<file path="src/hw/rtl/rsfr_pkg.sv">
// rsfr_pkg: shared types, constants and the crc helper of the frame receiver
// used by rsfr_ctrl, rsfr_datapath and rs485_frame_receiver; no dependencies
package rsfr_pkg;

  // default frame store depth and cap on replayed payload items
  localparam int FRAME_BYTES_DEF = 64;
  localparam int MAX_RESULTS     = 64;

  // sync pattern
  localparam logic [7:0] SYNC_FIRST  = 8'h08;
  localparam logic [7:0] SYNC_SECOND = 8'h70;

  // modbus crc-16, reflected form
  localparam logic [15:0] CRC_INIT = 16'hFFFF;
  localparam logic [15:0] CRC_POLY = 16'hA001;

  // configuration registers
  localparam int          CFG_ADDR_W      = 2;
  localparam int          CFG_DATA_W      = 16;
  localparam logic [1:0]  REG_OWN_NODE    = 2'd0;
  localparam logic [1:0]  REG_CMD_THRESH  = 2'd1;
  localparam logic [1:0]  REG_TIMEOUT     = 2'd2;
  localparam logic [15:0] TIMEOUT_RST     = 16'd1000;

  // status codes of a result item
  typedef enum logic [1:0] {
    STS_OK        = 2'd0,
    STS_CRC_ERR   = 2'd1,
    STS_OTHER     = 2'd2,
    STS_DROP      = 2'd3
  } status_t;

  // receiver phases, including the two replay steps
  typedef enum logic [2:0] {
    PH_HUNT,
    PH_SYNC2,
    PH_LEN,
    PH_DATA,
    PH_CRC_LO,
    PH_CRC_HI,
    PH_READ,
    PH_EMIT
  } phase_t;

  // commands from controller to datapath
  typedef struct packed {
    logic    hunt_clr;
    logic    len_load;
    logic    data_take;
    logic    crc_lo_take;
    logic    tick_inc;
    logic    emit_status;
    status_t emit_code;
    logic    busy_other;
    logic    busy_clear;
    logic    rd_start;
    logic    rd_issue;
    logic    emit_data;
  } cmd_t;

  // status from datapath to controller
  typedef struct packed {
    logic is_tick;
    logic is_sync1;
    logic is_sync2;
    logic len_over;
    logic byte_zero;
    logic len_zero;
    logic data_done;
    logic timeout_hit;
    logic crc_ok;
    logic node_match;
    logic rd_last;
    logic out_free;
  } stat_t;

  // one byte through the reflected crc, eight shift steps
  function automatic logic [15:0] crc_byte(input logic [15:0] crc_in, input logic [7:0] b);
    logic [15:0] c;
    c = crc_in ^ {8'h00, b};
    for (int k = 0; k < 8; k++) begin
      c = c[0] ? ((c >> 1) ^ CRC_POLY) : (c >> 1);
    end
    return c;
  endfunction

endpackage

</file>
<file path="src/hw/rtl/rs485_frame_receiver.sv">
// rs485_frame_receiver: sync/length/payload deframer with modbus crc-16 check
// each status item is registered in the result register when its byte or tick is accepted; an
// accepted frame is replayed through PH_READ (registered frame store read) and PH_EMIT per payload byte
// throughput: one byte or tick per cycle while no replay runs and the result slot is free
// reset: synchronous active-low rst_n; hunting for sync, bus ready, timeout 1000 ticks
// depends on rsfr_pkg, rsfr_ctrl and rsfr_datapath
module rs485_frame_receiver #(
  parameter int FRAME_BYTES = rsfr_pkg::FRAME_BYTES_DEF
) (
  input  logic                            clk,
  input  logic                            rst_n,
  // configuration write port
  input  logic                            cfg_we,
  input  logic [rsfr_pkg::CFG_ADDR_W-1:0] cfg_addr,
  input  logic [rsfr_pkg::CFG_DATA_W-1:0] cfg_wdata,
  // input stream
  input  logic                            in_tvalid,
  output logic                            in_tready,
  input  logic [7:0]                      in_tdata,   // [7:0] rx_byte
  input  logic [0:0]                      in_tuser,   // [0] req_type
  // result stream
  output logic                            out_tvalid,
  input  logic                            out_tready,
  output logic [15:0]                     out_tdata,  // [7:0] data_byte, [13:8] byte_index,
                                                      // [14] busy flag, [15] zero
  output logic [2:0]                      out_tuser,  // [1:0] status, [2] has_data
  output logic                            out_tlast
);

  rsfr_pkg::cmd_t    cmd;
  rsfr_pkg::stat_t   stat;
  rsfr_pkg::status_t out_status;
  logic              out_has_data;
  logic [7:0]        out_data_byte;
  logic [5:0]        out_byte_index;
  logic              out_line_busy;

  // phase controller
  rsfr_ctrl u_ctrl (
    .clk       (clk),
    .rst_n     (rst_n),
    .in_tvalid (in_tvalid),
    .in_tready (in_tready),
    .stat      (stat),
    .cmd       (cmd)
  );

  // datapath with frame store and result register
  rsfr_datapath #(
    .FRAME_BYTES (FRAME_BYTES)
  ) u_datapath (
    .clk            (clk),
    .rst_n          (rst_n),
    .cfg_we         (cfg_we),
    .cfg_addr       (cfg_addr),
    .cfg_wdata      (cfg_wdata),
    .in_req_type    (in_tuser[0]),
    .in_byte        (in_tdata),
    .cmd            (cmd),
    .stat           (stat),
    .out_tready     (out_tready),
    .out_valid      (out_tvalid),
    .out_status     (out_status),
    .out_has_data   (out_has_data),
    .out_data_byte  (out_data_byte),
    .out_byte_index (out_byte_index),
    .out_line_busy  (out_line_busy),
    .out_last       (out_tlast)
  );

  // result packing
  assign out_tdata = {1'b0, out_line_busy, out_byte_index, out_data_byte};
  assign out_tuser = {out_has_data, out_status};

endmodule

</file>
<file path="src/hw/rtl/rsfr_ctrl.sv">
// rsfr_ctrl: phase state machine of the frame receiver
// depends on rsfr_pkg; drives rsfr_datapath through cmd_t, watches stat_t
module rsfr_ctrl (
  input  logic           clk,
  input  logic           rst_n,
  input  logic           in_tvalid,
  output logic           in_tready,
  input  rsfr_pkg::stat_t stat,
  output rsfr_pkg::cmd_t  cmd
);

  rsfr_pkg::phase_t phase_r, phase_nxt;
  logic in_fire;
  logic take_tick;
  logic take_byte;

  assign in_tready = stat.out_free &&
                     (phase_r != rsfr_pkg::PH_READ) && (phase_r != rsfr_pkg::PH_EMIT);
  assign in_fire   = in_tvalid && in_tready;
  assign take_tick = in_fire && stat.is_tick;
  assign take_byte = in_fire && !stat.is_tick;

  // phase register
  always_ff @(posedge clk) begin
    if (!rst_n) begin
      phase_r <= rsfr_pkg::PH_HUNT;
    end else begin
      phase_r <= phase_nxt;
    end
  end

  // next phase
  always_comb begin
    phase_nxt = phase_r;
    case (phase_r)
      rsfr_pkg::PH_HUNT: begin
        if (take_byte && stat.is_sync1) phase_nxt = rsfr_pkg::PH_SYNC2;
      end
      rsfr_pkg::PH_SYNC2: begin
        if (take_byte) phase_nxt = stat.is_sync2 ? rsfr_pkg::PH_LEN : rsfr_pkg::PH_HUNT;
      end
      rsfr_pkg::PH_LEN: begin
        if (take_byte) begin
          if (stat.len_over)       phase_nxt = rsfr_pkg::PH_HUNT;
          else if (stat.byte_zero) phase_nxt = rsfr_pkg::PH_CRC_LO;
          else                     phase_nxt = rsfr_pkg::PH_DATA;
        end
      end
      rsfr_pkg::PH_DATA: begin
        if (take_tick && stat.timeout_hit)    phase_nxt = rsfr_pkg::PH_HUNT;
        else if (take_byte && stat.data_done) phase_nxt = rsfr_pkg::PH_CRC_LO;
      end
      rsfr_pkg::PH_CRC_LO: begin
        if (take_tick && stat.timeout_hit) phase_nxt = rsfr_pkg::PH_HUNT;
        else if (take_byte)                phase_nxt = rsfr_pkg::PH_CRC_HI;
      end
      rsfr_pkg::PH_CRC_HI: begin
        if (take_tick && stat.timeout_hit) begin
          phase_nxt = rsfr_pkg::PH_HUNT;
        end else if (take_byte) begin
          if (stat.crc_ok && stat.node_match && !stat.len_zero) phase_nxt = rsfr_pkg::PH_READ;
          else                                                  phase_nxt = rsfr_pkg::PH_HUNT;
        end
      end
      rsfr_pkg::PH_READ: begin
        phase_nxt = rsfr_pkg::PH_EMIT;
      end
      rsfr_pkg::PH_EMIT: begin
        if (stat.out_free) phase_nxt = stat.rd_last ? rsfr_pkg::PH_HUNT : rsfr_pkg::PH_READ;
      end
      default: phase_nxt = rsfr_pkg::PH_HUNT;
    endcase
  end

  // datapath commands
  always_comb begin
    cmd = '0;
    case (phase_r)
      rsfr_pkg::PH_HUNT, rsfr_pkg::PH_SYNC2: begin
      end
      rsfr_pkg::PH_LEN: begin
        if (take_byte) begin
          if (stat.len_over) begin
            cmd.hunt_clr    = 1'b1;
            cmd.emit_status = 1'b1;
            cmd.emit_code   = rsfr_pkg::STS_DROP;
          end else begin
            cmd.len_load = 1'b1;
          end
        end
      end
      rsfr_pkg::PH_DATA, rsfr_pkg::PH_CRC_LO, rsfr_pkg::PH_CRC_HI: begin
        // ticks while a frame is open
        if (take_tick) begin
          if (stat.timeout_hit) begin
            cmd.hunt_clr    = 1'b1;
            cmd.emit_status = 1'b1;
            cmd.emit_code   = rsfr_pkg::STS_DROP;
          end else begin
            cmd.tick_inc = 1'b1;
          end
        end
        if (take_byte) begin
          if (phase_r == rsfr_pkg::PH_DATA) begin
            cmd.data_take = 1'b1;
          end else if (phase_r == rsfr_pkg::PH_CRC_LO) begin
            cmd.crc_lo_take = 1'b1;
          end else begin
            // frame complete: check crc, then address
            cmd.hunt_clr = 1'b1;
            if (!stat.crc_ok) begin
              cmd.emit_status = 1'b1;
              cmd.emit_code   = rsfr_pkg::STS_CRC_ERR;
            end else if (!stat.node_match) begin
              cmd.busy_other  = 1'b1;
              cmd.emit_status = 1'b1;
              cmd.emit_code   = rsfr_pkg::STS_OTHER;
            end else begin
              cmd.busy_clear = 1'b1;
              if (stat.len_zero) begin
                cmd.emit_status = 1'b1;
                cmd.emit_code   = rsfr_pkg::STS_OK;
              end else begin
                cmd.rd_start = 1'b1;
              end
            end
          end
        end
      end
      rsfr_pkg::PH_READ: begin
        cmd.rd_issue = 1'b1;
      end
      rsfr_pkg::PH_EMIT: begin
        cmd.emit_data = stat.out_free;
      end
      default: cmd = '0;
    endcase
  end

endmodule

</file>
<file path="src/hw/rtl/rsfr_datapath.sv">
// rsfr_datapath: config registers, counters, crc, frame store and result register
// depends on rsfr_pkg; commanded by rsfr_ctrl
module rsfr_datapath #(
  parameter int FRAME_BYTES = rsfr_pkg::FRAME_BYTES_DEF
) (
  input  logic                              clk,
  input  logic                              rst_n,
  input  logic                              cfg_we,
  input  logic [rsfr_pkg::CFG_ADDR_W-1:0]   cfg_addr,
  input  logic [rsfr_pkg::CFG_DATA_W-1:0]   cfg_wdata,
  input  logic                              in_req_type,
  input  logic [7:0]                        in_byte,
  input  rsfr_pkg::cmd_t                    cmd,
  output rsfr_pkg::stat_t                   stat,
  input  logic                              out_tready,
  output logic                              out_valid,
  output rsfr_pkg::status_t                 out_status,
  output logic                              out_has_data,
  output logic [7:0]                        out_data_byte,
  output logic [5:0]                        out_byte_index,
  output logic                              out_line_busy,
  output logic                              out_last
);

  localparam int         ADDR_W  = (FRAME_BYTES > 1) ? $clog2(FRAME_BYTES) : 1;
  localparam logic [7:0] LEN_MAX = 8'(FRAME_BYTES);
  localparam logic [7:0] RES_MAX = 8'(rsfr_pkg::MAX_RESULTS);

  // configuration
  logic [7:0]  own_node_r;
  logic [7:0]  cmd_thresh_r;
  logic [15:0] timeout_r;

  // frame state
  logic [7:0]  len_r;
  logic [7:0]  taken_r;
  logic [15:0] crc_r;
  logic [7:0]  crc_lo_r;
  logic [15:0] tick_r;
  logic [7:0]  dest_r;
  logic [7:0]  code_r;
  logic        busy_r;
  logic        busy_nxt;
  logic [7:0]  rd_cnt_r;
  logic [7:0]  rd_data_r;
  logic [7:0]  replay_n;
  logic [15:0] tick_nxt;

  // result register
  logic              out_valid_r;
  rsfr_pkg::status_t out_status_r;
  logic              out_has_r;
  logic [7:0]        out_data_r;
  logic [5:0]        out_idx_r;
  logic              out_busy_r;
  logic              out_last_r;

  logic [7:0] mem [FRAME_BYTES];

  // configuration writes
  always_ff @(posedge clk) begin
    if (!rst_n) begin
      own_node_r   <= 8'd0;
      cmd_thresh_r <= 8'd0;
      timeout_r    <= rsfr_pkg::TIMEOUT_RST;
    end else if (cfg_we) begin
      case (cfg_addr)
        rsfr_pkg::REG_OWN_NODE:   own_node_r   <= cfg_wdata[7:0];
        rsfr_pkg::REG_CMD_THRESH: cmd_thresh_r <= cfg_wdata[7:0];
        rsfr_pkg::REG_TIMEOUT:    timeout_r    <= cfg_wdata;
        default: ;
      endcase
    end
  end

  // saturating tick count
  assign tick_nxt = (tick_r == 16'hFFFF) ? tick_r : tick_r + 16'd1;

  // frame counters, crc and the destination and code bytes
  always_ff @(posedge clk) begin
    if (!rst_n) begin
      len_r    <= 8'd0;
      taken_r  <= 8'd0;
      crc_r    <= rsfr_pkg::CRC_INIT;
      crc_lo_r <= 8'd0;
      tick_r   <= 16'd0;
      dest_r   <= 8'd0;
      code_r   <= 8'd0;
      busy_r   <= 1'b0;
    end else begin
      busy_r <= busy_nxt;
      if (cmd.hunt_clr) begin
        taken_r  <= 8'd0;
        crc_r    <= rsfr_pkg::CRC_INIT;
        crc_lo_r <= 8'd0;
        tick_r   <= 16'd0;
      end else begin
        if (cmd.len_load) begin
          len_r   <= in_byte;
          taken_r <= 8'd0;
          crc_r   <= rsfr_pkg::CRC_INIT;
          tick_r  <= 16'd0;
          dest_r  <= 8'd0;
          code_r  <= 8'd0;
        end
        if (cmd.data_take) begin
          crc_r   <= rsfr_pkg::crc_byte(crc_r, in_byte);
          taken_r <= taken_r + 8'd1;
          if (taken_r == 8'd1) dest_r <= in_byte;
          if (taken_r == 8'd3) code_r <= in_byte;
        end
        if (cmd.crc_lo_take) crc_lo_r <= in_byte;
        if (cmd.tick_inc)    tick_r   <= tick_nxt;
      end
    end
  end

  // busy flag after this frame
  always_comb begin
    busy_nxt = busy_r;
    if (cmd.busy_other)      busy_nxt = (code_r > cmd_thresh_r);
    else if (cmd.busy_clear) busy_nxt = 1'b0;
  end

  // frame store: write while receiving, registered read during replay
  always_ff @(posedge clk) begin
    if (cmd.data_take) mem[taken_r[ADDR_W-1:0]] <= in_byte;
    if (cmd.rd_issue)  rd_data_r <= mem[rd_cnt_r[ADDR_W-1:0]];
  end

  // replay position
  assign replay_n = (len_r > RES_MAX) ? RES_MAX : len_r;

  always_ff @(posedge clk) begin
    if (!rst_n) begin
      rd_cnt_r <= 8'd0;
    end else if (cmd.rd_start) begin
      rd_cnt_r <= 8'd0;
    end else if (cmd.emit_data) begin
      rd_cnt_r <= rd_cnt_r + 8'd1;
    end
  end

  // result register
  always_ff @(posedge clk) begin
    if (!rst_n) begin
      out_valid_r <= 1'b0;
    end else if (cmd.emit_status || cmd.emit_data) begin
      out_valid_r <= 1'b1;
    end else if (out_tready) begin
      out_valid_r <= 1'b0;
    end
  end

  always_ff @(posedge clk) begin
    if (cmd.emit_status) begin
      out_status_r <= cmd.emit_code;
      out_has_r    <= 1'b0;
      out_data_r   <= 8'd0;
      out_idx_r    <= 6'd0;
      out_busy_r   <= busy_nxt;
      out_last_r   <= 1'b1;
    end else if (cmd.emit_data) begin
      out_status_r <= rsfr_pkg::STS_OK;
      out_has_r    <= 1'b1;
      out_data_r   <= rd_data_r;
      out_idx_r    <= rd_cnt_r[5:0];
      out_busy_r   <= busy_r;
      out_last_r   <= stat.rd_last;
    end
  end

  // status toward the controller
  always_comb begin
    stat.is_tick     = in_req_type;
    stat.is_sync1    = (in_byte == rsfr_pkg::SYNC_FIRST);
    stat.is_sync2    = (in_byte == rsfr_pkg::SYNC_SECOND);
    stat.len_over    = (in_byte > LEN_MAX);
    stat.byte_zero   = (in_byte == 8'd0);
    stat.len_zero    = (len_r == 8'd0);
    stat.data_done   = ({1'b0, taken_r} + 9'd1) >= {1'b0, len_r};
    stat.timeout_hit = (tick_nxt > timeout_r);
    stat.crc_ok      = ({in_byte, crc_lo_r} == crc_r);
    stat.node_match  = (dest_r == own_node_r);
    stat.rd_last     = ((rd_cnt_r + 8'd1) == replay_n);
    stat.out_free    = !out_valid_r || out_tready;
  end

  assign out_valid      = out_valid_r;
  assign out_status     = out_status_r;
  assign out_has_data   = out_has_r;
  assign out_data_byte  = out_data_r;
  assign out_byte_index = out_idx_r;
  assign out_line_busy  = out_busy_r;
  assign out_last       = out_last_r;

endmodule
</file>
<file path="config.mk">
export PLATFORM = sky130hd
export DESIGN_NAME = rs485_frame_receiver
export DESIGN_NICKNAME = d
export VERILOG_FILES = /design/src/hw/rtl/rsfr_pkg.sv /design/src/hw/rtl/rs485_frame_receiver.sv /design/src/hw/rtl/rsfr_ctrl.sv /design/src/hw/rtl/rsfr_datapath.sv
export SDC_FILE = /design/constraint.sdc
export NUM_CORES = 1
export LEC_CHECK = 0
export ABC_AREA = 1
export BUFFER_PORTS_ARGS = -buffer_cell sky130_fd_sc_hd__buf_2
export CAP_MARGIN = 20
export CELL_PAD_IN_SITES_DETAIL_PLACEMENT = 0
export CELL_PAD_IN_SITES_GLOBAL_PLACEMENT = 1
export CORE_ASPECT_RATIO = 0.5
export CORE_MARGIN = 3
export CORE_UTILIZATION = 33
export DETAILED_ROUTE_END_ITERATION = 16
export GPL_ROUTABILITY_DRIVEN = 0
export HOLD_SLACK_MARGIN = 0.12
export PLACE_DENSITY_LB_ADDON = 0.1
export SLEW_MARGIN = 10
export SYNTH_ARGS = -nofsm -noshare
export SYNTH_HDL_FRONTEND = slang
export SYNTH_SLANG_ARGS = --single-unit
</file>
<file path="constraint.sdc">
create_clock -name clk -period 4.35 [get_ports clk]
set_input_delay 0.2175 -clock clk [delete_from_list [all_inputs] [get_ports clk]]
set_output_delay 0.2175 -clock clk [all_outputs]
set_load 0.02 [all_outputs]
</file>
## Yosys cells after proc, flatten, opt, wreduce, memory -nomap -nowiden

Memory sizes are Yosys's and may differ from the RTL's. A register that Yosys moved wholly into a read port is not among the register bits.
Cells that the tools add are included.

| storage, ports and cells | value |
|---|---|
| register bits | 136 |
| bits in writable memories | 512 |
| output and inout bits | 22 |
| memories | 1 |
| word-level logic and storage cells | 180 |

| cells by class | value |
|---|---|
| bitwise gates (word level) | 11 |
| reduce and logical (&&, ||, !) cells | 31 |
| magnitude comparators | 5 |
| equal/unequal tests | 26 |
| add/sub/neg operators | 4 |
| muxes and demuxes | 82 |

Memory list:

| memory | depth | width | rd ports | clocked after Yosys merged registers in | wr ports | RTL line | text |
|---|---|---|---|---|---|---|---|
| u_datapath.mem | 64 | 8 | 1 | 1 | 1 | rsfr_datapath.sv:58 | `logic [7:0] mem [FRAME_BYTES];` |

Operators by type and width:

| cell | count |
|---|---|
| $mux 16 | 13 |
| $mux 8 | 9 |
| $mux 3 | 23 |
| $mux 1 | 24 |
| $not 2->3 | 8 |
| $pmux 3 s8 | 1 |
| $mux 6 | 3 |
| $add 16x1->16 const B | 1 |
| $add 8x1->8 const B | 2 |
| $eq 16x16->1 | 1 |
| $eq 16x16->1 const B | 1 |
| $eq 8x8->1 | 2 |
| $gt 16x16->1 | 1 |
| $gt 8x7->1 const B | 2 |
| $logic_not 8->1 | 2 |
| $xor 16x8->16 | 1 |
| $eq 3x3->1 const B | 4 |
| $mux 2 | 6 |
| $logic_and 1x1->1 | 10 |
| $add 8x1->9 const B | 1 |
| $ge 9x8->1 | 1 |
| $ne 3x1->1 const B | 3 |
| $eq 8x1->1 const B | 1 |
| $eq 8x2->1 const B | 1 |
| 22 further kinds | 38 |

## Logic depth before layout (Yosys ltp)

Gate-level depths: netlist of the first run.

| depth | value |
|---|---|
| depth after elaboration | 18 |
| mapped depth | 27 |

## Cells and area by module

A second synthesis of the first run with hierarchy kept.

| second synthesis, totals | value |
|---|---|
| cells, all modules | 2554 |
| area total of the unflattened synthesis | 27936.8 um2 |

By module, submodules not included:

| module | cells each | instances | area each (um2) |
|---|---|---|---|
| rsfr_datapath | 2450 | 1 | 27401.3 |
| rsfr_ctrl | 100 | 1 | 509.2 |
| rs485_frame_receiver | 4 | 1 | 26.3 |

## Worst setup path after synthesis of the first run

Ideal clock, no wire load.

| timing | value |
|---|---|
| path kind | register to register |
| start point | register u_datapath.tick_r[0] |
| end point | register u_datapath.out_busy_r (netlist: u_datapath.out_line_busy) (enable) |
| required time | 4045 ps |
| buffers on the path | 0 |
| setup time | 305 ps |
| stages on the path, launching flop included | 21 |
| data arrival time | 2758 ps |
| setup slack | 1287 ps |
| cell sequence | dfxtp_1 > ha_1 > nand2_1 > inv_2 > nand4_2 > nor3_4 > nand2_2 > nor3_1 > xnor2_1 > nand2_1 > ha_1 > nand2_1 > nor3_1 > nand2_1 > nand2_1 > nand3_1 > nand2_1 > nand2_1 > nand2_1 > nand2_4 > nand2_1 |

| between the ends | value |
|---|---|
| longest elaborated chain between the ends | 13 |
| elaborated cells between the ends (all ways) | 14 |
| classes of those cells | 1 x add/sub; 1 x order compare; 1 x eq/ne; 10 x mux; 1 x reduce/logical |

Ends and longest elaborated chain:

| element | RTL line | text |
|---|---|---|
| start, declared | rsfr_datapath.sv:39 | `logic [15:0] tick_r;` |
| start signal, assigned | rsfr_datapath.sv:113 | `if (cmd.tick_inc) tick_r <= tick_nxt;` |
| $add 16x1->16 / $eq 16x16->1 (equally long branches) | rsfr_datapath.sv:77 | `assign tick_nxt = (tick_r == 16'hFFFF) ? tick_r : tick_r + 16'd1;` |
| $mux 16 (*) | rsfr_datapath.sv:77 |  |
| $gt 16x16->1 (*) | rsfr_datapath.sv:182 | `stat.timeout_hit = (tick_nxt > timeout_r);` |
| $mux 3 (*) | rsfr_ctrl.sv:95 | `if (stat.timeout_hit) begin` |
| $mux 4 (*) | rsfr_ctrl.sv:94 | `if (take_tick) begin` |
| $mux 3 | rsfr_ctrl.sv:120 | `if (stat.len_zero) begin` |
| $mux 3 | rsfr_ctrl.sv:114 | `end else if (!stat.node_match) begin` |
| $mux 3 | rsfr_ctrl.sv:111 | `if (!stat.crc_ok) begin` |
| $mux 6 | rsfr_ctrl.sv:106 | `end else if (phase_r == rsfr_pkg::PH_CRC_LO) begin` |
| $mux 6 | rsfr_ctrl.sv:104 | `if (phase_r == rsfr_pkg::PH_DATA) begin` |
| $mux 6 (*) | rsfr_ctrl.sv:103 | `if (take_byte) begin` |
| $pmux 3 s2 (*) | rsfr_ctrl.sv:78 | `case (phase_r)` |
| $reduce_bool 2->1 (no source line) (*) | - |  |
| end signal, assigned | rsfr_datapath.sv:161 | `out_busy_r <= busy_nxt;` |
| end signal, assigned | rsfr_datapath.sv:168 | `out_busy_r <= busy_r;` |
| end, declared | rsfr_datapath.sv:55 | `logic out_busy_r;` |

Every way passes the cells marked *; elsewhere a longest branch is shown, timed or not.
A chain may end at the register's enable or synchronous reset.

## Final worst setup path of the first run

| timing | value |
|---|---|
| start point | register u_datapath.tick_r[0] |
| end point | register u_datapath.crc_lo_r[7] |

| between the ends | value |
|---|---|
| longest elaborated chain between the ends | 10 |
| elaborated cells between the ends (all ways) | 11 |
| classes of those cells | 1 x add/sub; 1 x order compare; 1 x eq/ne; 7 x mux; 1 x reduce/logical |

Ends and longest elaborated chain:

| element | RTL line | text |
|---|---|---|
| $add 16x1->16 / $eq 16x16->1 (equally long branches) | rsfr_datapath.sv:77 |  |
| $mux 16 (*) | rsfr_datapath.sv:77 |  |
| $gt 16x16->1 (*) | rsfr_datapath.sv:182 |  |
| $mux 1 (*) | rsfr_ctrl.sv:95 |  |
| $mux 1 (*) | rsfr_ctrl.sv:94 |  |
| $mux 1 | rsfr_ctrl.sv:106 |  |
| $mux 1 | rsfr_ctrl.sv:104 |  |
| $mux 1 (*) | rsfr_ctrl.sv:103 |  |
| $pmux 1 s2 (*) | rsfr_ctrl.sv:78 |  |
| $reduce_or 2->1 (no source line) (*) | - |  |
| end signal, assigned | rsfr_datapath.sv:112 | `if (cmd.crc_lo_take) crc_lo_r <= in_byte;` |
| end, declared | rsfr_datapath.sv:38 | `logic [7:0] crc_lo_r;` |

Marks and branches as above.

==> results of run 1 <==
==> state kept, by name, summed over array words and instances, names as in the netlist, 2 cells and up <==
name,count
u_datapath.timeout_r,16
u_datapath.rd_data_r,8
u_datapath.mem,512
u_datapath.out_byte_index,6
u_datapath.out_data_byte,8
u_datapath.code_r,8
u_datapath.dest_r,8
u_datapath.len_r,8
u_datapath.crc_lo_r,8
u_datapath.cmd_thresh_r,8
u_datapath.tick_r,16
u_ctrl.phase_r,3
u_datapath.crc_r,16
u_datapath.rd_cnt_r,8
u_datapath.out_status,2
u_datapath.taken_r,8
u_datapath.own_node_r,8
==> layer usage <==
layer	wire [um]	vias up
li1	-	9391
met3	3700	81
met2	39100	372
met5	0	-
met1	40000	9653
met4	1370	0
==> cells by family (layout without fill, tap and decap cells) <==
kind of cell    Yosys count  in the layout  share of synthesized area (%)
xor+xnor                 56             56                           1.78
fa+ha+maj                36             36                           1.61
simple gates            936            936                           14.2
other cells               1              1                         0.0134
compound gates          606            606                           12.6
buf+inv                 286            423                           4.29
flops                   656            656                           65.5
==> cell usage after synthesis, types with 2 or more instances <==
cell type and number:
sky130_fd_sc_hd__buf_6 3, sky130_fd_sc_hd__o221ai_1 47, sky130_fd_sc_hd__xnor2_1 17, sky130_fd_sc_hd__dfxtp_1 133
sky130_fd_sc_hd__nand3_1 134, sky130_fd_sc_hd__nor2_4 2, sky130_fd_sc_hd__nand2_1 288, sky130_fd_sc_hd__buf_1 4
sky130_fd_sc_hd__nor2_1 428, sky130_fd_sc_hd__nor3_1 13, sky130_fd_sc_hd__o21a_1 2, sky130_fd_sc_hd__a21oi_2 9
sky130_fd_sc_hd__nand4_1 35, sky130_fd_sc_hd__nor2_2 9, sky130_fd_sc_hd__a21oi_1 95, sky130_fd_sc_hd__a31oi_1 3
sky130_fd_sc_hd__edfxtp_1 523, sky130_fd_sc_hd__inv_4 2, sky130_fd_sc_hd__o22ai_1 87, sky130_fd_sc_hd__o21ai_1 2
sky130_fd_sc_hd__inv_2 15, sky130_fd_sc_hd__a211oi_1 6, sky130_fd_sc_hd__nor4_1 2, sky130_fd_sc_hd__nor3_2 4
sky130_fd_sc_hd__inv_1 112, sky130_fd_sc_hd__ha_1 36, sky130_fd_sc_hd__nand3_2 5, sky130_fd_sc_hd__o21ai_0 307
sky130_fd_sc_hd__o211ai_1 25, sky130_fd_sc_hd__nand2_4 2, sky130_fd_sc_hd__a22oi_1 8, sky130_fd_sc_hd__buf_2 46
sky130_fd_sc_hd__xor2_1 38, sky130_fd_sc_hd__buf_4 12, sky130_fd_sc_hd__clkbuf_1 87, sky130_fd_sc_hd__nand2_2 6
sky130_fd_sc_hd__clkinv_1 5, sky130_fd_sc_hd__a211oi_2 7
==> tightest hold or removal path, stage by stage <==
cell and delay [ns]:
sky130_fd_sc_hd__buf_2 0.26, sky130_fd_sc_hd__inv_1 0.17, sky130_fd_sc_hd__a211oi_2 0.07
==> placed cells by master, fill, tap and decap left out, types with 9 or more instances in the layout <==
master | synthesis | layout
sky130_fd_sc_hd__nor3_1 | 13 | 13
sky130_fd_sc_hd__o221ai_1 | 47 | 47
sky130_fd_sc_hd__inv_2 | 15 | 15
sky130_fd_sc_hd__edfxtp_1 | 523 | 523
sky130_fd_sc_hd__xor2_1 | 38 | 38
sky130_fd_sc_hd__nand3_1 | 134 | 134
sky130_fd_sc_hd__o211ai_1 | 25 | 25
sky130_fd_sc_hd__a21oi_1 | 95 | 95
sky130_fd_sc_hd__o21ai_0 | 307 | 307
sky130_fd_sc_hd__o22ai_1 | 87 | 87
sky130_fd_sc_hd__xnor2_1 | 17 | 17
sky130_fd_sc_hd__clkbuf_16 | 0 | 70
sky130_fd_sc_hd__buf_2 | 46 | 52
sky130_fd_sc_hd__buf_4 | 12 | 86
sky130_fd_sc_hd__inv_1 | 112 | 110
sky130_fd_sc_hd__nor2_2 | 9 | 10
sky130_fd_sc_hd__clkbuf_1 | 87 | 21
sky130_fd_sc_hd__clkinv_1 | 5 | 14
sky130_fd_sc_hd__a21oi_2 | 9 | 9
sky130_fd_sc_hd__nand4_1 | 35 | 35
sky130_fd_sc_hd__ha_1 | 36 | 36
sky130_fd_sc_hd__dlygate4sd3_1 | 0 | 27
sky130_fd_sc_hd__nor2_1 | 428 | 427
sky130_fd_sc_hd__dfxtp_1 | 133 | 130
sky130_fd_sc_hd__nand2_1 | 288 | 288
==> worst max path at each step <==
stage	endpoint	slack [ns]	cells after the start
after CTS	u_datapath.crc_lo_r[7]	0.51	18
after global routing	u_datapath.crc_lo_r[7]	0.14	18
after detailed placement	u_datapath.crc_lo_r[7]	0.55	18
final	u_datapath.crc_lo_r[7]	0.60	18
after floorplan	u_datapath.out_line_busy	1.29	20
after global placement	u_datapath.crc_lo_r[7]	0.59	18
==> power by group through the flow <==
stage | Combinational (mW) | Clock [mW] | Sequential [mW]
6_report | 0.294 | 5.76 | 6.78
5_1_grt | 0.331 | 6.13 | 6.78
4_1_cts | 0.302 | 5.91 | 6.78
3_5_place_dp | 0.283 | 0 | 6.91
3_3_place_gp | 0.282 | 0 | 6.91
2_1_floorplan | 0.118 | 0 | 6.92
==> cell type report <==
| class | count | area, sq um |
|---|---|---|
| clock buffers | 96 | 1900 |
| clock inverters | 23 | 223 |
| fillers | 8097 | 50700 |
| inverters | 134 | 514 |
| multi-input cells | 1635 | 8480 |
| flip-flops and latches | 656 | 18400 |
| well taps | 1102 | 1380 |
| repair buffers | 170 | 1280 |
==> through the flow <==
step / utilization, % / setup WS, ns
finish: 38.8 / 0.601
global route: 38.8 / 0.138
CTS: 38.8 / 0.511
detailed placement: 35.9 / 0.552
global placement: 35.9 / 0.590
floorplan: - / 1.29
==> what timing repair did <==
action / CTS / global route
hold buffers: 27 / 0
endpoints found under the setup margin: 0 / 0
resized for setup: 0 / 0
endpoints found under the hold margin: 62 / 0
==> report_table.html, run 1 <==
<table>
<tr><th>Metric</th><th>Value</th></tr>
<tr><th colspan="2">Outcome</th></tr>
<tr><td>Run status</td><td>finished clean</td></tr>
<tr><th colspan="2">Worst setup path</th></tr>
<tr><td>Dominant delay contributor by cell family on the critical path</td><td>simple AND/OR/NAND/NOR gates</td></tr>
<tr><td>Critical path required time</td><td>between 4 and 5 ns</td></tr>
<tr><td>Source of the worst register-to-register timing path</td><td>u_datapath.tick_r[0]</td></tr>
<tr><td>Signal arrival time at the worst endpoint</td><td>around 4.3 ns</td></tr>
<tr><td>Buf+Inv Stages, Crit Path</td><td>2</td></tr>
<tr><td>Worst r2r dst</td><td>u_datapath.crc_lo_r[7]</td></tr>
<tr><td>Cell depth of the worst flop-to-flop path</td><td>18</td></tr>
<tr><td>Crit path capture type</td><td>register</td></tr>
<tr><td>Most common cell type on the critical path</td><td>sky130_fd_sc_hd__nand2_1</td></tr>
<tr><td>Crit path cell chain</td><td>ha_1, nand2_1, inv_2, nand4_2, nor3_4, nand3_1, nand2_1, ha_1, a21oi_1, o21ai_0, a21oi_1, nand2_1, nand3_1, nand2_1, nand2_1, nand3_2, buf_4, a211oi_1</td></tr>
<tr><td>Slowest cell delay on critical path</td><td>roughly 0.42 ns</td></tr>
<tr><td>Worst setup SP type</td><td>register</td></tr>
<tr><td>Critical path peak fanout</td><td>30</td></tr>
<tr><td>Crit Path Class</td><td>register to register</td></tr>
<tr><td>Highest-delay cell along the critical path</td><td>sky130_fd_sc_hd__nand3_1</td></tr>
<tr><td>Critical path startpoint</td><td>u_datapath.tick_r[0]</td></tr>
<tr><td>Register-to-Register Setup Slack</td><td>roughly 0.6 ns</td></tr>
<tr><th colspan="2">Yosys</th></tr>
<tr><td>Share of flip-flops with an asynchronous set or reset</td><td>0%</td></tr>
<tr><td>Cell taking the most area after synthesis</td><td>sky130_fd_sc_hd__edfxtp_1</td></tr>
<tr><td>Library cells used by synthesis</td><td>between 50 and 60</td></tr>
<tr><td>Syn Std Cell Area</td><td>between 0.02 and 0.03 sq mm</td></tr>
<tr><td>Number of flops mapped to enable cells by yosys</td><td>about 520</td></tr>
<tr><td>Share of the yosys chip area belonging to registers</td><td>about two thirds</td></tr>
<tr><td>Prevailing post-synth register cell</td><td>sky130_fd_sc_hd__edfxtp_1</td></tr>
<tr><td>Post-synthesis register bit count</td><td>approximately 660</td></tr>
<tr><td>Cells after synthesis</td><td>between 2,000 and 3,000</td></tr>
<tr><td>Post-synth top area share</td><td>a little under three fifths</td></tr>
<tr><td>Syn_area_per_cell</td><td>10.9 sq um</td></tr>
<tr><td>Post-synthesis net count</td><td>2,645</td></tr>
<tr><td>YS warnings</td><td>0</td></tr>
<tr><td>Top post-synthesis cells by area</td><td>sky130_fd_sc_hd__edfxtp_1 56%, sky130_fd_sc_hd__dfxtp_1 9.5%, sky130_fd_sc_hd__nor2_1 5.7%</td></tr>
<tr><th colspan="2">Timing</th></tr>
<tr><td>Hold Vio Cnt, Final</td><td>0</td></tr>
<tr><td>Rel. slew slack</td><td>a little over a quarter</td></tr>
<tr><td>Shortest clock period the worst path allows after layout</td><td>~3.7 ns</td></tr>
<tr><td>Worst slew pin tran</td><td>1.08 ns</td></tr>
<tr><td>F_max</td><td>between 200 and 300 MHz</td></tr>
<tr><td>Final count of negative-setup-slack endpoints</td><td>0</td></tr>
<tr><td>Post-route clock period utilization</td><td>86.2%</td></tr>
<tr><td>Number of slew-limit violations in the final report</td><td>0</td></tr>
<tr><td>Min Hold Slack</td><td>between 0.15 and 0.2 ns</td></tr>
<tr><td>Aggregate negative setup slack</td><td>0 ns</td></tr>
<tr><td>Setup Skew</td><td>between 0.03 and 0.04 ns</td></tr>
<tr><td>Setup repair after global routing missed its margin</td><td>false</td></tr>
<tr><th colspan="2">Global routing</th></tr>
<tr><td>Largest net degree at the start of global routing</td><td>~110</td></tr>
<tr><td>Grt ovf</td><td>0</td></tr>
<tr><td>GRT Max-Usage Layer</td><td>met2</td></tr>
<tr><td>Met1 GRT Util</td><td>26.8%</td></tr>
<tr><td>Met3 demand-to-capacity share in global routing</td><td>3.22%</td></tr>
<tr><td>Via count of the first global-routing pass</td><td>around 19,000</td></tr>
<tr><td>Global routing usage summed across all routing layers</td><td>19.0%</td></tr>
<tr><td>Antenna violations before repair</td><td>4</td></tr>
<tr><td>First-pass GRT wire length</td><td>between 100 and 150 mm</td></tr>
<tr><td>Met2 Resource Use GR</td><td>30.7%</td></tr>
<tr><th colspan="2">Floorplan</th></tr>
<tr><td>Vertical die dimension</td><td>212 um</td></tr>
<tr><td>Starting Density</td><td>between 30% and 40%</td></tr>
<tr><td>Count of boundary I/O pins</td><td>54</td></tr>
<tr><td>Core Box Area</td><td>just over 0.08 sq mm</td></tr>
<tr><td>Die Outline Area</td><td>between 0.08 and 0.09 sq mm</td></tr>
<tr><td>Die width</td><td>between 400 and 500 um</td></tr>
<tr><td>Cell Rows</td><td>74</td></tr>
<tr><th colspan="2">Pwr</th></tr>
<tr><td>Total power per unit cell area</td><td>399 mW/mm^2</td></tr>
<tr><td>Static power due to leakage</td><td>approximately 11 nW</td></tr>
<tr><td>Sequential cell fraction of total power</td><td>between 50% and 60%</td></tr>
<tr><td>Worst voltage drop across the vdd grid</td><td>between 0.2 and 0.25 mV</td></tr>
<tr><td>Comb power frac</td><td>approximately 2.3%</td></tr>
<tr><td>Fraction of power consumed by the clock network</td><td>44.9%</td></tr>
<tr><td>Reported net switching power</td><td>2.75 mW</td></tr>
<tr><td>Share of total power consumed by net switching</td><td>between 20% and 30%</td></tr>
<tr><td>Power after layout</td><td>roughly 13 mW</td></tr>
<tr><td>Internal</td><td>10.1 mW</td></tr>
<tr><th colspan="2">Clock tree</th></tr>
<tr><td>Postcts setup bufs</td><td>0</td></tr>
<tr><td>Number of clock sinks seen by CTS</td><td>between 600 and 700</td></tr>
<tr><td>Clk Tree Root Cell</td><td>sky130_fd_sc_hd__clkbuf_16</td></tr>
<tr><td>Clock-pin transition on the worst setup and hold timing paths</td><td>0.06 ns</td></tr>
<tr><td>TritonCTS clock tree</td><td>yes</td></tr>
<tr><td>Clock latency at the later pin of the worst-skew pair</td><td>between 0.6 and 0.7 ns</td></tr>
<tr><td>H-tree depth</td><td>3</td></tr>
<tr><td>Total clock buffers created by CTS</td><td>66</td></tr>
<tr><td>Maximum root-to-sink buffer count</td><td>3</td></tr>
<tr><th colspan="2">Hold path</th></tr>
<tr><td>Cell count of the worst hold path</td><td>3</td></tr>
<tr><td>Hold path startpoint</td><td>in_tdata[3]</td></tr>
<tr><td>Type of the tightest min-delay check</td><td>primary input to register</td></tr>
<tr><td>Min-Delay Endpoint</td><td>u_datapath.crc_lo_r[3]</td></tr>
<tr><th colspan="2">Drt</th></tr>
<tr><td>Initial detailed-routing violation count</td><td>roughly 1,700</td></tr>
<tr><td># DRC</td><td>0</td></tr>
<tr><td>Routed vias</td><td>between 15,000 and 20,000</td></tr>
<tr><td>Number of nets with antenna violations after detailed routing</td><td>0</td></tr>
<tr><td>Routed vias/inst</td><td>~5</td></tr>
<tr><td>Post-Route WL</td><td>approximately 84 mm</td></tr>
<tr><td>TritonRoute pass-1 iters</td><td>5</td></tr>
<tr><td>Detail-routed net length per standard cell</td><td>approximately 22 um</td></tr>
<tr><th colspan="2">Finish</th></tr>
<tr><td>Number of nets in the layout</td><td>2,731</td></tr>
<tr><td>Count of antenna diodes in the layout</td><td>0</td></tr>
<tr><td>Area grow syn2layout</td><td>14.6%</td></tr>
<tr><td>Finished Cell Area</td><td>about 0.032 sq mm</td></tr>
<tr><td>Fraction of final layout cells with drive strength greater than 1</td><td>11.3%</td></tr>
<tr><td>Non-filler instance count after layout</td><td>3,816</td></tr>
<tr><th colspan="2">Placement</th></tr>
<tr><td>Instance area at placement</td><td>around 0.03 sq mm</td></tr>
<tr><td>Placed wire-length estimate after detailed placement</td><td>52.5 mm</td></tr>
<tr><td>Cell count after placement</td><td>between 3,000 and 4,000</td></tr>
<tr><td>Number of buffers added on ports</td><td>52</td></tr>
<tr><th colspan="2">Flow run</th></tr>
<tr><td>Number of maximum-capacitance constraint violations</td><td>0</td></tr>
</table>
No activity file was read; power rests on OpenSTA's default activity.
==> run 2: changes to the inputs <==
==> constraint.sdc (replaced) <==
create_clock -name clk -period 4.7 [get_ports clk]
set_input_delay 0.235 -clock clk [delete_from_list [all_inputs] [get_ports clk]]
set_output_delay 0.235 -clock clk [all_outputs]
set_load 0.02 [all_outputs]
==> report_table.html, run 2 (synthesized netlist as in run 1, its figures left out) <==
<table>
<tr><th>Metric</th><th>Value</th></tr>
<tr><th colspan="2">Floorplan</th></tr>
<tr><td>Cell Rows</td><td>74 (unchanged)</td></tr>
<tr><td>Die width</td><td>418 um (unchanged)</td></tr>
<tr><td>Count of boundary I/O pins</td><td>54 (unchanged)</td></tr>
<tr><td>Die Outline Area</td><td>0.0887 sq mm (unchanged)</td></tr>
<tr><td>Core Box Area</td><td>0.0829 sq mm (unchanged)</td></tr>
<tr><td>Vertical die dimension</td><td>212 um (unchanged)</td></tr>
<tr><td>Starting Density</td><td>33.8% (unchanged)</td></tr>
<tr><th colspan="2">Timing</th></tr>
<tr><td>F_max</td><td>261 MHz (-2.3%)</td></tr>
<tr><td>Shortest clock period the worst path allows after layout</td><td>3.84 ns (+0.0883 ns)</td></tr>
<tr><td>Final count of negative-setup-slack endpoints</td><td>0 (unchanged)</td></tr>
<tr><td>Worst slew pin tran</td><td>0.946 ns (-0.137 ns)</td></tr>
<tr><td>Setup Skew</td><td>0.0356 ns (+0.00374 ns)</td></tr>
<tr><td>Rel. slew slack</td><td>36.7% (+9.4 points)</td></tr>
<tr><td>Hold Vio Cnt, Final</td><td>0 (unchanged)</td></tr>
<tr><td>Setup repair after global routing missed its margin</td><td>false</td></tr>
<tr><td>Min Hold Slack</td><td>0.179 ns (+0.00618 ns)</td></tr>
<tr><td>Number of slew-limit violations in the final report</td><td>0 (unchanged)</td></tr>
<tr><td>Aggregate negative setup slack</td><td>0 ns (unchanged)</td></tr>
<tr><td>Post-route clock period utilization</td><td>81.6% (-4.5 points)</td></tr>
<tr><th colspan="2">Pwr</th></tr>
<tr><td>Total power per unit cell area</td><td>368 mW/mm^2 (-7.7%)</td></tr>
<tr><td>Fraction of power consumed by the clock network</td><td>44.6% (-0.3 points)</td></tr>
<tr><td>Share of total power consumed by net switching</td><td>21.3% (-0.16 points)</td></tr>
<tr><td>Power after layout</td><td>11.8 mW (-7.9%)</td></tr>
<tr><td>Reported net switching power</td><td>2.51 mW (-8.6%)</td></tr>
<tr><td>Worst voltage drop across the vdd grid</td><td>0.213 mV (-6.1%)</td></tr>
<tr><td>Internal</td><td>9.30 mW (-7.7%)</td></tr>
<tr><td>Comb power frac</td><td>2.3% (about the same)</td></tr>
<tr><td>Sequential cell fraction of total power</td><td>53.1% (+0.3 points)</td></tr>
<tr><td>Static power due to leakage</td><td>11.0 nW (-0.34%)</td></tr>
<tr><th colspan="2">Global routing</th></tr>
<tr><td>Largest net degree at the start of global routing</td><td>130 (+15%)</td></tr>
<tr><td>Met2 Resource Use GR</td><td>30.0% (-0.77 points)</td></tr>
<tr><td>Grt ovf</td><td>0 (unchanged)</td></tr>
<tr><td>First-pass GRT wire length</td><td>123 mm (-1.4%)</td></tr>
<tr><td>Antenna violations before repair</td><td>1 (-3)</td></tr>
<tr><td>Met1 GRT Util</td><td>26.3% (-0.50 points)</td></tr>
<tr><td>GRT Max-Usage Layer</td><td>met2</td></tr>
<tr><td>Via count of the first global-routing pass</td><td>18,800 (-0.17%)</td></tr>
<tr><td>Global routing usage summed across all routing layers</td><td>18.7% (-0.30 points)</td></tr>
<tr><td>Met3 demand-to-capacity share in global routing</td><td>2.73% (-0.49 points)</td></tr>
<tr><th colspan="2">Finish</th></tr>
<tr><td>Most common cell after layout, fill and taps aside</td><td>sky130_fd_sc_hd__edfxtp_1</td></tr>
<tr><td>Non-filler instance count after layout</td><td>3,808 (-0.21%)</td></tr>
<tr><td>Fraction of final layout cells with drive strength greater than 1</td><td>10.9% (-0.41 points)</td></tr>
<tr><td>Fill cell instance count of the final layout</td><td>8,153 (+0.69%)</td></tr>
<tr><td>Area grow syn2layout</td><td>14.4%</td></tr>
<tr><td>Flip-flop count of the largest register, all copies and words added</td><td>512 (unchanged)</td></tr>
<tr><td>Number of nets in the layout</td><td>2,728 (-0.11%)</td></tr>
<tr><td>Finished Cell Area</td><td>0.0321 sq mm (-0.21%)</td></tr>
<tr><td>Most frequent cells in the layout</td><td>523 x sky130_fd_sc_hd__edfxtp_1, 427 x sky130_fd_sc_hd__nor2_1, 307 x sky130_fd_sc_hd__o21ai_0</td></tr>
<tr><th colspan="2">Hold path</th></tr>
<tr><td>Hold path startpoint</td><td>cfg_we</td></tr>
<tr><td>Type of the tightest min-delay check</td><td>primary input to register</td></tr>
<tr><th colspan="2">Clock tree</th></tr>
<tr><td>Clock latency at the later pin of the worst-skew pair</td><td>0.64 ns (about the same)</td></tr>
<tr><td>Postcts setup bufs</td><td>0 (unchanged)</td></tr>
<tr><td>Clock-pin transition on the worst setup and hold timing paths</td><td>0.06 ns (about the same)</td></tr>
<tr><td>Maximum root-to-sink buffer count</td><td>3 (unchanged)</td></tr>
<tr><td>Resized Gates After CTS</td><td>0 (unchanged)</td></tr>
<tr><td>H-tree depth</td><td>3 (unchanged)</td></tr>
<tr><td>Number of clock sinks seen by CTS</td><td>656 (unchanged)</td></tr>
<tr><td>Hold-fix buffer count after cts</td><td>30 (+11%)</td></tr>
<tr><td>Clk Tree Root Cell</td><td>sky130_fd_sc_hd__clkbuf_16</td></tr>
<tr><td>TritonCTS clock tree</td><td>yes</td></tr>
<tr><td>Total clock buffers created by CTS</td><td>67 (+1.5%)</td></tr>
<tr><th colspan="2">Worst setup path</th></tr>
<tr><td>Worst setup SP type</td><td>register</td></tr>
<tr><td>Critical path peak fanout</td><td>16 (-47%)</td></tr>
<tr><td>Critical path required time</td><td>5.20 ns (+0.30 ns)</td></tr>
<tr><td>Source of the worst register-to-register timing path</td><td>u_datapath.tick_r[0]</td></tr>
<tr><td>Crit Path Class</td><td>register to register</td></tr>
<tr><td>Crit path capture type</td><td>register</td></tr>
<tr><td>Signal arrival time at the worst endpoint</td><td>4.34 ns (+0.05 ns)</td></tr>
<tr><td>Register-to-Register Setup Slack</td><td>0.86 ns (+0.26 ns)</td></tr>
<tr><td>Critical path startpoint</td><td>u_datapath.tick_r[0]</td></tr>
<tr><th colspan="2">Placement</th></tr>
<tr><td>Number of buffers added on ports</td><td>52 (unchanged)</td></tr>
<tr><td>Instance area at placement</td><td>0.0297 sq mm (-0.22%)</td></tr>
<tr><td>Placed wire-length estimate after detailed placement</td><td>51.7 mm (-1.6%)</td></tr>
<tr><td>Cell count after placement</td><td>3,663 (-0.19%)</td></tr>
<tr><th colspan="2">Drt</th></tr>
<tr><td>Number of nets with antenna violations after detailed routing</td><td>0 (unchanged)</td></tr>
<tr><td>Detail-routed net length per standard cell</td><td>21.8 um (-1.2%)</td></tr>
<tr><td>Post-Route WL</td><td>82.9 mm (-1.5%)</td></tr>
<tr><td>Routed vias/inst</td><td>5.07 (-0.86%)</td></tr>
<tr><td>Initial detailed-routing violation count</td><td>1,402 (-16%)</td></tr>
<tr><td>Routed vias</td><td>19,300 (-1.1%)</td></tr>
<tr><td>TritonRoute pass-1 iters</td><td>5 (unchanged)</td></tr>
<tr><td># DRC</td><td>0 (unchanged)</td></tr>
<tr><th colspan="2">Outcome</th></tr>
<tr><td>Run status</td><td>finished clean</td></tr>
<tr><th colspan="2">Flow run</th></tr>
<tr><td>Number of maximum-capacitance constraint violations</td><td>0 (unchanged)</td></tr>
</table>
## run 2: changes by cell type in the layout (fill, tap and decap cells not counted), sizes merged, moves of 3 or more
cell	change
buf	-7
clkbuf	-11
clkinv	+6
dlygate4sd3	+3
## run 2: area by class of cell
cell class	instances	area [sq um]	share of cell area, %
Antenna cell	1	2.50	0.00780
Timing Repair Buffer	166	1240	3.87
Tap cell	1102	1380	4.30
Multi-Input combinational cell	1635	8480	26.4
Sequential cell	656	18400	57.3
Inverter	134	514	1.60
Clock buffer	85	1820	5.67
Clock inverter	29	270	0.842
## run 2: path summary, 6_finish.rpt
| kind | endpoint | depth (start not counted) |
|---|---|---|
| worst max register to register | u_datapath.crc_r[13] | 19 |
| worst max-delay path | u_datapath.crc_r[13] | 19 |
| worst min-delay path | u_datapath.own_node_r[5] | 5 |
| worst min register to register | u_datapath.out_data_byte[1] | 2 |
## run 2: through the flow
step / utilization (%) / worst slack (ns)
global placement: 35.8 / 0.820
global route: 38.7 / 0.419
detailed placement: 35.8 / 0.813
finish: 38.7 / 0.863
floorplan: - / 1.64
CTS: 38.7 / 0.814
## run 2: power groups by stage
stage / clock network, mW / registers (mW) / logic [mW]
CTS: 5.40 / 6.27 / 0.277
floorplan: 0 / 6.40 / 0.110
detailed placement: 0 / 6.40 / 0.258
global route: 5.61 / 6.27 / 0.305
global placement: 0 / 6.40 / 0.258
finish: 5.26 / 6.27 / 0.273
## run 2: worst max-delay path, stage by stage, from the launching register on
cell,delay (ns)
sky130_fd_sc_hd__dfxtp_1,0.40
sky130_fd_sc_hd__ha_1,0.20
sky130_fd_sc_hd__nand2_1,0.09
sky130_fd_sc_hd__inv_2,0.06
sky130_fd_sc_hd__nand4_2,0.12
sky130_fd_sc_hd__nor3_4,0.24
sky130_fd_sc_hd__nand3_1,0.40
sky130_fd_sc_hd__o21ai_0,0.29
sky130_fd_sc_hd__ha_1,0.30
sky130_fd_sc_hd__a21o_1,0.18
sky130_fd_sc_hd__nor2_1,0.10
sky130_fd_sc_hd__nand2_1,0.07
sky130_fd_sc_hd__nand2_1,0.05
sky130_fd_sc_hd__nand2_1,0.07
sky130_fd_sc_hd__nand3_1,0.13
sky130_fd_sc_hd__nand2_1,0.07
sky130_fd_sc_hd__nand2_1,0.10
sky130_fd_sc_hd__nand3_2,0.30
sky130_fd_sc_hd__inv_2,0.39
sky130_fd_sc_hd__nand3_1,0.11
## run 2: metal layers
| layer | routed length, um | up-vias |
|---|---|---|
| li1 | - | 9367 |
| met1 | 40000 | 9469 |
| met2 | 37800 | 342 |
| met3 | 3250 | 110 |
| met4 | 1930 | 0 |
| met5 | 0 | - |
==> run 3: changes to the inputs <==
--- a/config.mk
+++ b/config.mk
@@ -5,7 +5,7 @@
 export SDC_FILE = /design/constraint.sdc
 export NUM_CORES = 1
 export LEC_CHECK = 0
-export ABC_AREA = 1
+export ABC_AREA = 0
 export BUFFER_PORTS_ARGS = -buffer_cell sky130_fd_sc_hd__buf_2
 export CAP_MARGIN = 20
 export CELL_PAD_IN_SITES_DETAIL_PLACEMENT = 0
==> constraint.sdc (replaced) <==
create_clock -name clk -period 3.7 [get_ports clk]
set_input_delay 0.185 -clock clk [delete_from_list [all_inputs] [get_ports clk]]
set_output_delay 0.185 -clock clk [all_outputs]
set_load 0.02 [all_outputs]
==> report_table.html, run 3 <==
<table>
<tr><th>Metric</th><th>Value</th></tr>
<tr><th colspan="2">Outcome</th></tr>
<tr><td>Run status</td><td>finished clean</td></tr>
<tr><th colspan="2">Clock tree</th></tr>
<tr><td>Clk Tree Root Cell</td><td>sky130_fd_sc_hd__clkbuf_16</td></tr>
<tr><td>Maximum root-to-sink buffer count</td><td>3 (unchanged)</td></tr>
<tr><td>Number of clock sinks seen by CTS</td><td>656 (unchanged)</td></tr>
<tr><td>Clock latency at the later pin of the worst-skew pair</td><td>0.66 ns (+0.02 ns)</td></tr>
<tr><td>H-tree depth</td><td>2 (-1)</td></tr>
<tr><td>Total clock buffers created by CTS</td><td>61 (-9.0%)</td></tr>
<tr><td>TritonCTS clock tree</td><td>yes</td></tr>
<tr><td>Clock-pin transition on the worst setup and hold timing paths</td><td>0.07 ns (about the same)</td></tr>
<tr><th colspan="2">Yosys</th></tr>
<tr><td>Top post-synthesis cells by area</td><td>sky130_fd_sc_hd__edfxtp_1 57%, sky130_fd_sc_hd__mux4_2 14%, sky130_fd_sc_hd__dfxtp_1 9.7%</td></tr>
<tr><td>Dominant cell by count in the synthesized netlist</td><td>sky130_fd_sc_hd__edfxtp_1</td></tr>
<tr><td>Syn Std Cell Area</td><td>0.0275 sq mm (-1.8%)</td></tr>
<tr><td>Cell types with the highest counts after synthesis</td><td>523 x sky130_fd_sc_hd__edfxtp_1, 175 x sky130_fd_sc_hd__nand2_1, 168 x sky130_fd_sc_hd__mux4_2</td></tr>
<tr><td>YS warnings</td><td>0 (unchanged)</td></tr>
<tr><td>Post-synthesis register bit count</td><td>656 (unchanged)</td></tr>
<tr><td>Cell taking the most area after synthesis</td><td>sky130_fd_sc_hd__edfxtp_1</td></tr>
<tr><td>Share of flip-flops with an asynchronous set or reset</td><td>0% (unchanged)</td></tr>
<tr><td>Syn_area_per_cell</td><td>15.5 sq um (+43%)</td></tr>
<tr><td>Prevailing post-synth register cell</td><td>sky130_fd_sc_hd__edfxtp_1</td></tr>
<tr><td>Post-synth top area share</td><td>57.0% (+1.0 points)</td></tr>
<tr><td>Post-synthesis net count</td><td>1,843 (-30%)</td></tr>
<tr><td>Cells after synthesis</td><td>1,775 (-31%)</td></tr>
<tr><td>Library cells used by synthesis</td><td>69 (+23%)</td></tr>
<tr><td>Number of flops mapped to enable cells by yosys</td><td>523 (unchanged)</td></tr>
<tr><td>Share of the yosys chip area belonging to registers</td><td>66.7% (+1.2 points)</td></tr>
<tr><th colspan="2">Drt</th></tr>
<tr><td>Initial detailed-routing violation count</td><td>1,292 (-7.8%)</td></tr>
<tr><td>Post-Route WL</td><td>75.5 mm (-9.0%)</td></tr>
<tr><td>Detail-routed net length per standard cell</td><td>24.4 um (+12%)</td></tr>
<tr><td>Routed vias</td><td>15,700 (-19%)</td></tr>
<tr><td>Routed vias/inst</td><td>5.09 (+0.52%)</td></tr>
<tr><td>TritonRoute pass-1 iters</td><td>7 (+2)</td></tr>
<tr><td># DRC</td><td>0 (unchanged)</td></tr>
<tr><td>Number of nets with antenna violations after detailed routing</td><td>0 (unchanged)</td></tr>
<tr><th colspan="2">Hold path</th></tr>
<tr><td>Cell count of the worst hold path</td><td>4 (-1)</td></tr>
<tr><td>Type of the tightest min-delay check</td><td>primary input to register</td></tr>
<tr><td>Min-Delay Endpoint</td><td>u_datapath.len_r[4]</td></tr>
<tr><td>Hold path startpoint</td><td>in_tdata[4]</td></tr>
<tr><th colspan="2">Pwr</th></tr>
<tr><td>Power after layout</td><td>15.2 mW (+28%)</td></tr>
<tr><td>Worst voltage drop across the vdd grid</td><td>0.326 mV (+53%)</td></tr>
<tr><td>Total power per unit cell area</td><td>468 mW/mm^2 (+27%)</td></tr>
<tr><td>Static power due to leakage</td><td>10.4 nW (-5.8%)</td></tr>
<tr><th colspan="2">Finish</th></tr>
<tr><td>Finished Cell Area</td><td>0.0323 sq mm (+0.83%)</td></tr>
<tr><td>Most common cell after layout, fill and taps aside</td><td>sky130_fd_sc_hd__edfxtp_1</td></tr>
<tr><td>Flip-flop count of the largest register, all copies and words added</td><td>512 (unchanged)</td></tr>
<tr><td>Area grow syn2layout</td><td>17.5%</td></tr>
<tr><td>Non-filler instance count after layout</td><td>3,087 (-19%)</td></tr>
<tr><td>Final core occ</td><td>39.4% (+0.68 points)</td></tr>
<tr><td>Most frequent cells in the layout</td><td>523 x sky130_fd_sc_hd__edfxtp_1, 175 x sky130_fd_sc_hd__nand2_1, 168 x sky130_fd_sc_hd__mux4_2</td></tr>
<tr><td>Number of nets in the layout</td><td>1,999 (-27%)</td></tr>
<tr><td>Fraction of final layout cells with drive strength greater than 1</td><td>24.3% (+13 points)</td></tr>
<tr><th colspan="2">Floorplan</th></tr>
<tr><td>Core Box Area</td><td>0.0821 sq mm (-0.89%)</td></tr>
<tr><td>Die Outline Area</td><td>0.0872 sq mm (-1.8%)</td></tr>
<tr><td>Cell Rows</td><td>74 (unchanged)</td></tr>
<tr><td>Die width</td><td>415 um (-0.90%)</td></tr>
<tr><td>Count of boundary I/O pins</td><td>54 (unchanged)</td></tr>
<tr><td>Vertical die dimension</td><td>210 um (-0.89%)</td></tr>
<tr><td>Starting Density</td><td>33.5% (-0.32 points)</td></tr>
<tr><th colspan="2">Global routing</th></tr>
<tr><td>Antenna violations before repair</td><td>7 (+6)</td></tr>
<tr><td>First-pass GRT wire length</td><td>112 mm (-9.4%)</td></tr>
<tr><td>Largest net degree at the start of global routing</td><td>75 (-42%)</td></tr>
<tr><td>Grt ovf</td><td>0 (unchanged)</td></tr>
<tr><td>Via count of the first global-routing pass</td><td>16,400 (-13%)</td></tr>
<tr><td>Global routing usage summed across all routing layers</td><td>17.3% (-1.3 points)</td></tr>
<tr><th colspan="2">Worst setup path</th></tr>
<tr><td>Cell depth of the worst flop-to-flop path</td><td>14 (-5)</td></tr>
<tr><td>Worst r2r dst</td><td>u_datapath.out_line_busy</td></tr>
<tr><td>Crit path capture type</td><td>register</td></tr>
<tr><td>Critical path required time</td><td>4.09 ns (-1.11 ns)</td></tr>
<tr><td>Crit Path Class</td><td>register to register</td></tr>
<tr><td>Worst setup SP type</td><td>register</td></tr>
<tr><td>Register-to-Register Setup Slack</td><td>0.13 ns (-0.73 ns)</td></tr>
<tr><td>Critical path peak fanout</td><td>4 (-12)</td></tr>
<tr><td>Source of the worst register-to-register timing path</td><td>u_datapath.tick_r[6]</td></tr>
<tr><td>Signal arrival time at the worst endpoint</td><td>3.96 ns (-0.38 ns)</td></tr>
<tr><th colspan="2">Flow run</th></tr>
<tr><td>Number of maximum-capacitance constraint violations</td><td>0 (unchanged)</td></tr>
<tr><th colspan="2">Timing</th></tr>
<tr><td>Number of slew-limit violations in the final report</td><td>0 (unchanged)</td></tr>
<tr><td>Post-route clock period utilization</td><td>96.5% (+15 points)</td></tr>
<tr><td>Shortest clock period the worst path allows after layout</td><td>3.57 ns (-0.267 ns)</td></tr>
<tr><td>Setup slack after layout</td><td>0.130 ns (-0.733 ns)</td></tr>
<tr><td>Setup Skew</td><td>0.0231 ns (-0.0125 ns)</td></tr>
<tr><td>Hold Vio Cnt, Final</td><td>0 (unchanged)</td></tr>
<tr><td>Rel. slew slack</td><td>30.8% (-6.0 points)</td></tr>
<tr><td>Aggregate negative setup slack</td><td>0 ns (unchanged)</td></tr>
<tr><td>Worst slew pin tran</td><td>1.04 ns (+0.0928 ns)</td></tr>
<tr><td>F_max</td><td>280 MHz (+7.5%)</td></tr>
<tr><td>Min Hold Slack</td><td>0.156 ns (-0.0233 ns)</td></tr>
<tr><td>Final count of negative-setup-slack endpoints</td><td>0 (unchanged)</td></tr>
<tr><th colspan="2">Placement</th></tr>
<tr><td>Instance area at placement</td><td>0.0297 sq mm (about the same)</td></tr>
<tr><td>Number of buffers added on ports</td><td>52 (unchanged)</td></tr>
<tr><td>Cell count after placement</td><td>2,935 (-20%)</td></tr>
<tr><td>Pre-CTS setup slack</td><td>0.0445 ns (-0.769 ns)</td></tr>
<tr><td>Placed wire-length estimate after detailed placement</td><td>49.1 mm (-4.9%)</td></tr>
</table>
-- run 3: changes by cell type in the layout (fill, tap and decap cells not counted), sizes merged, moves of 82 or more --
cell | previous run | this run
nand2 | 296 | 176
mux4 | 0 | 168
inv | 130 | 38
nand3 | 139 | 57
o21ai | 309 | 49
nor2 | 440 | 120
o22ai | 87 | 0
-- run 3: repair_timing --
| action | CTS | global route |
|---|---|---|
| gates resized for setup | 0 | 30 |
| setup buffers | 0 | 6 |
| hold buffers | 27 | 0 |
| endpoints found under the setup margin | 0 | 57 |
| endpoints found under the hold margin | 51 | 0 |
-- run 3: worst max path at each step --
stage / startpoint / cells after the start / slack [ns] / endpoint
after floorplan: u_datapath.tick_r[3] / 12 / 0.04 / u_datapath.out_line_busy
after global placement: u_datapath.tick_r[6] / 14 / 0.04 / u_datapath.crc_r[4]
after detailed placement: u_datapath.tick_r[6] / 12 / 0.04 / u_datapath.out_line_busy
after CTS: u_datapath.tick_r[6] / 14 / 0.02 / u_datapath.crc_lo_r[5]
after global routing: u_datapath.tick_r[6] / 17 / -0.06 / u_datapath.crc_r[12]
final: u_datapath.tick_r[6] / 14 / 0.13 / u_datapath.out_line_busy
-- run 3: critical path, cell delays in order (launching register included) --
cell and delay, ns:
sky130_fd_sc_hd__dfxtp_2 0.35, sky130_fd_sc_hd__and4_4 0.22, sky130_fd_sc_hd__buf_4 0.12, sky130_fd_sc_hd__nand4_1 0.18
sky130_fd_sc_hd__nor3_2 0.34, sky130_fd_sc_hd__buf_4 0.17, sky130_fd_sc_hd__nor3_1 0.05, sky130_fd_sc_hd__xor2_1 0.15
sky130_fd_sc_hd__ha_1 0.31, sky130_fd_sc_hd__nand4_1 0.12, sky130_fd_sc_hd__a2111o_1 0.46, sky130_fd_sc_hd__a31oi_4 0.28
sky130_fd_sc_hd__a22oi_4 0.12, sky130_fd_sc_hd__nand2_2 0.13, sky130_fd_sc_hd__mux2_4 0.31
-- run 3: layer usage --
layer	vias to the layer above	GRT usage, %	part of all wire [%]
met3	102	2.33	4.0
met1	8199	24.2	46
met2	307	29.1	48
li1	7110	-	-
met4	0	3.88	1.9
met5	-	0	0
-- run 3: cells by family (layout without fill, tap and decap cells) --
group / count (synthesis) / in the layout / synth area share (%)
flip-flops: 656 / 656 / 66.7
AND/OR/NAND/NOR: 495 / 495 / 8.47
multiplexers: 189 / 189 / 14.5
AO/OA/AOI/OAI: 180 / 180 / 3.96
buffers and inverters: 143 / 352 / 2.22
XOR/XNOR: 75 / 75 / 2.49
adder cells (fa/ha/maj): 36 / 36 / 1.64
other: 1 / 2 / 0.0136
-- run 3: area by class of cell --
cell class                      count  area [sq um]
Clock inverter                     48           608
Tap cell                         1102          1380
Multi-Input combinational cell    976          8670
Antenna cell                        1          2.50
Timing Repair Buffer              200          1600
Fill cell                        7481         49800
Sequential cell                   656         18400
Inverter                           36           135
Clock buffer                       68          1570
-- run 3: power breakdown --
group          switching, mW  total (mW)  internal (mW)  leakage, nW
Combinational          0.246       0.357          0.111         3.53
Sequential           0.00701        7.96           7.95         5.79
Clock                   2.91        6.84           3.93         1.05
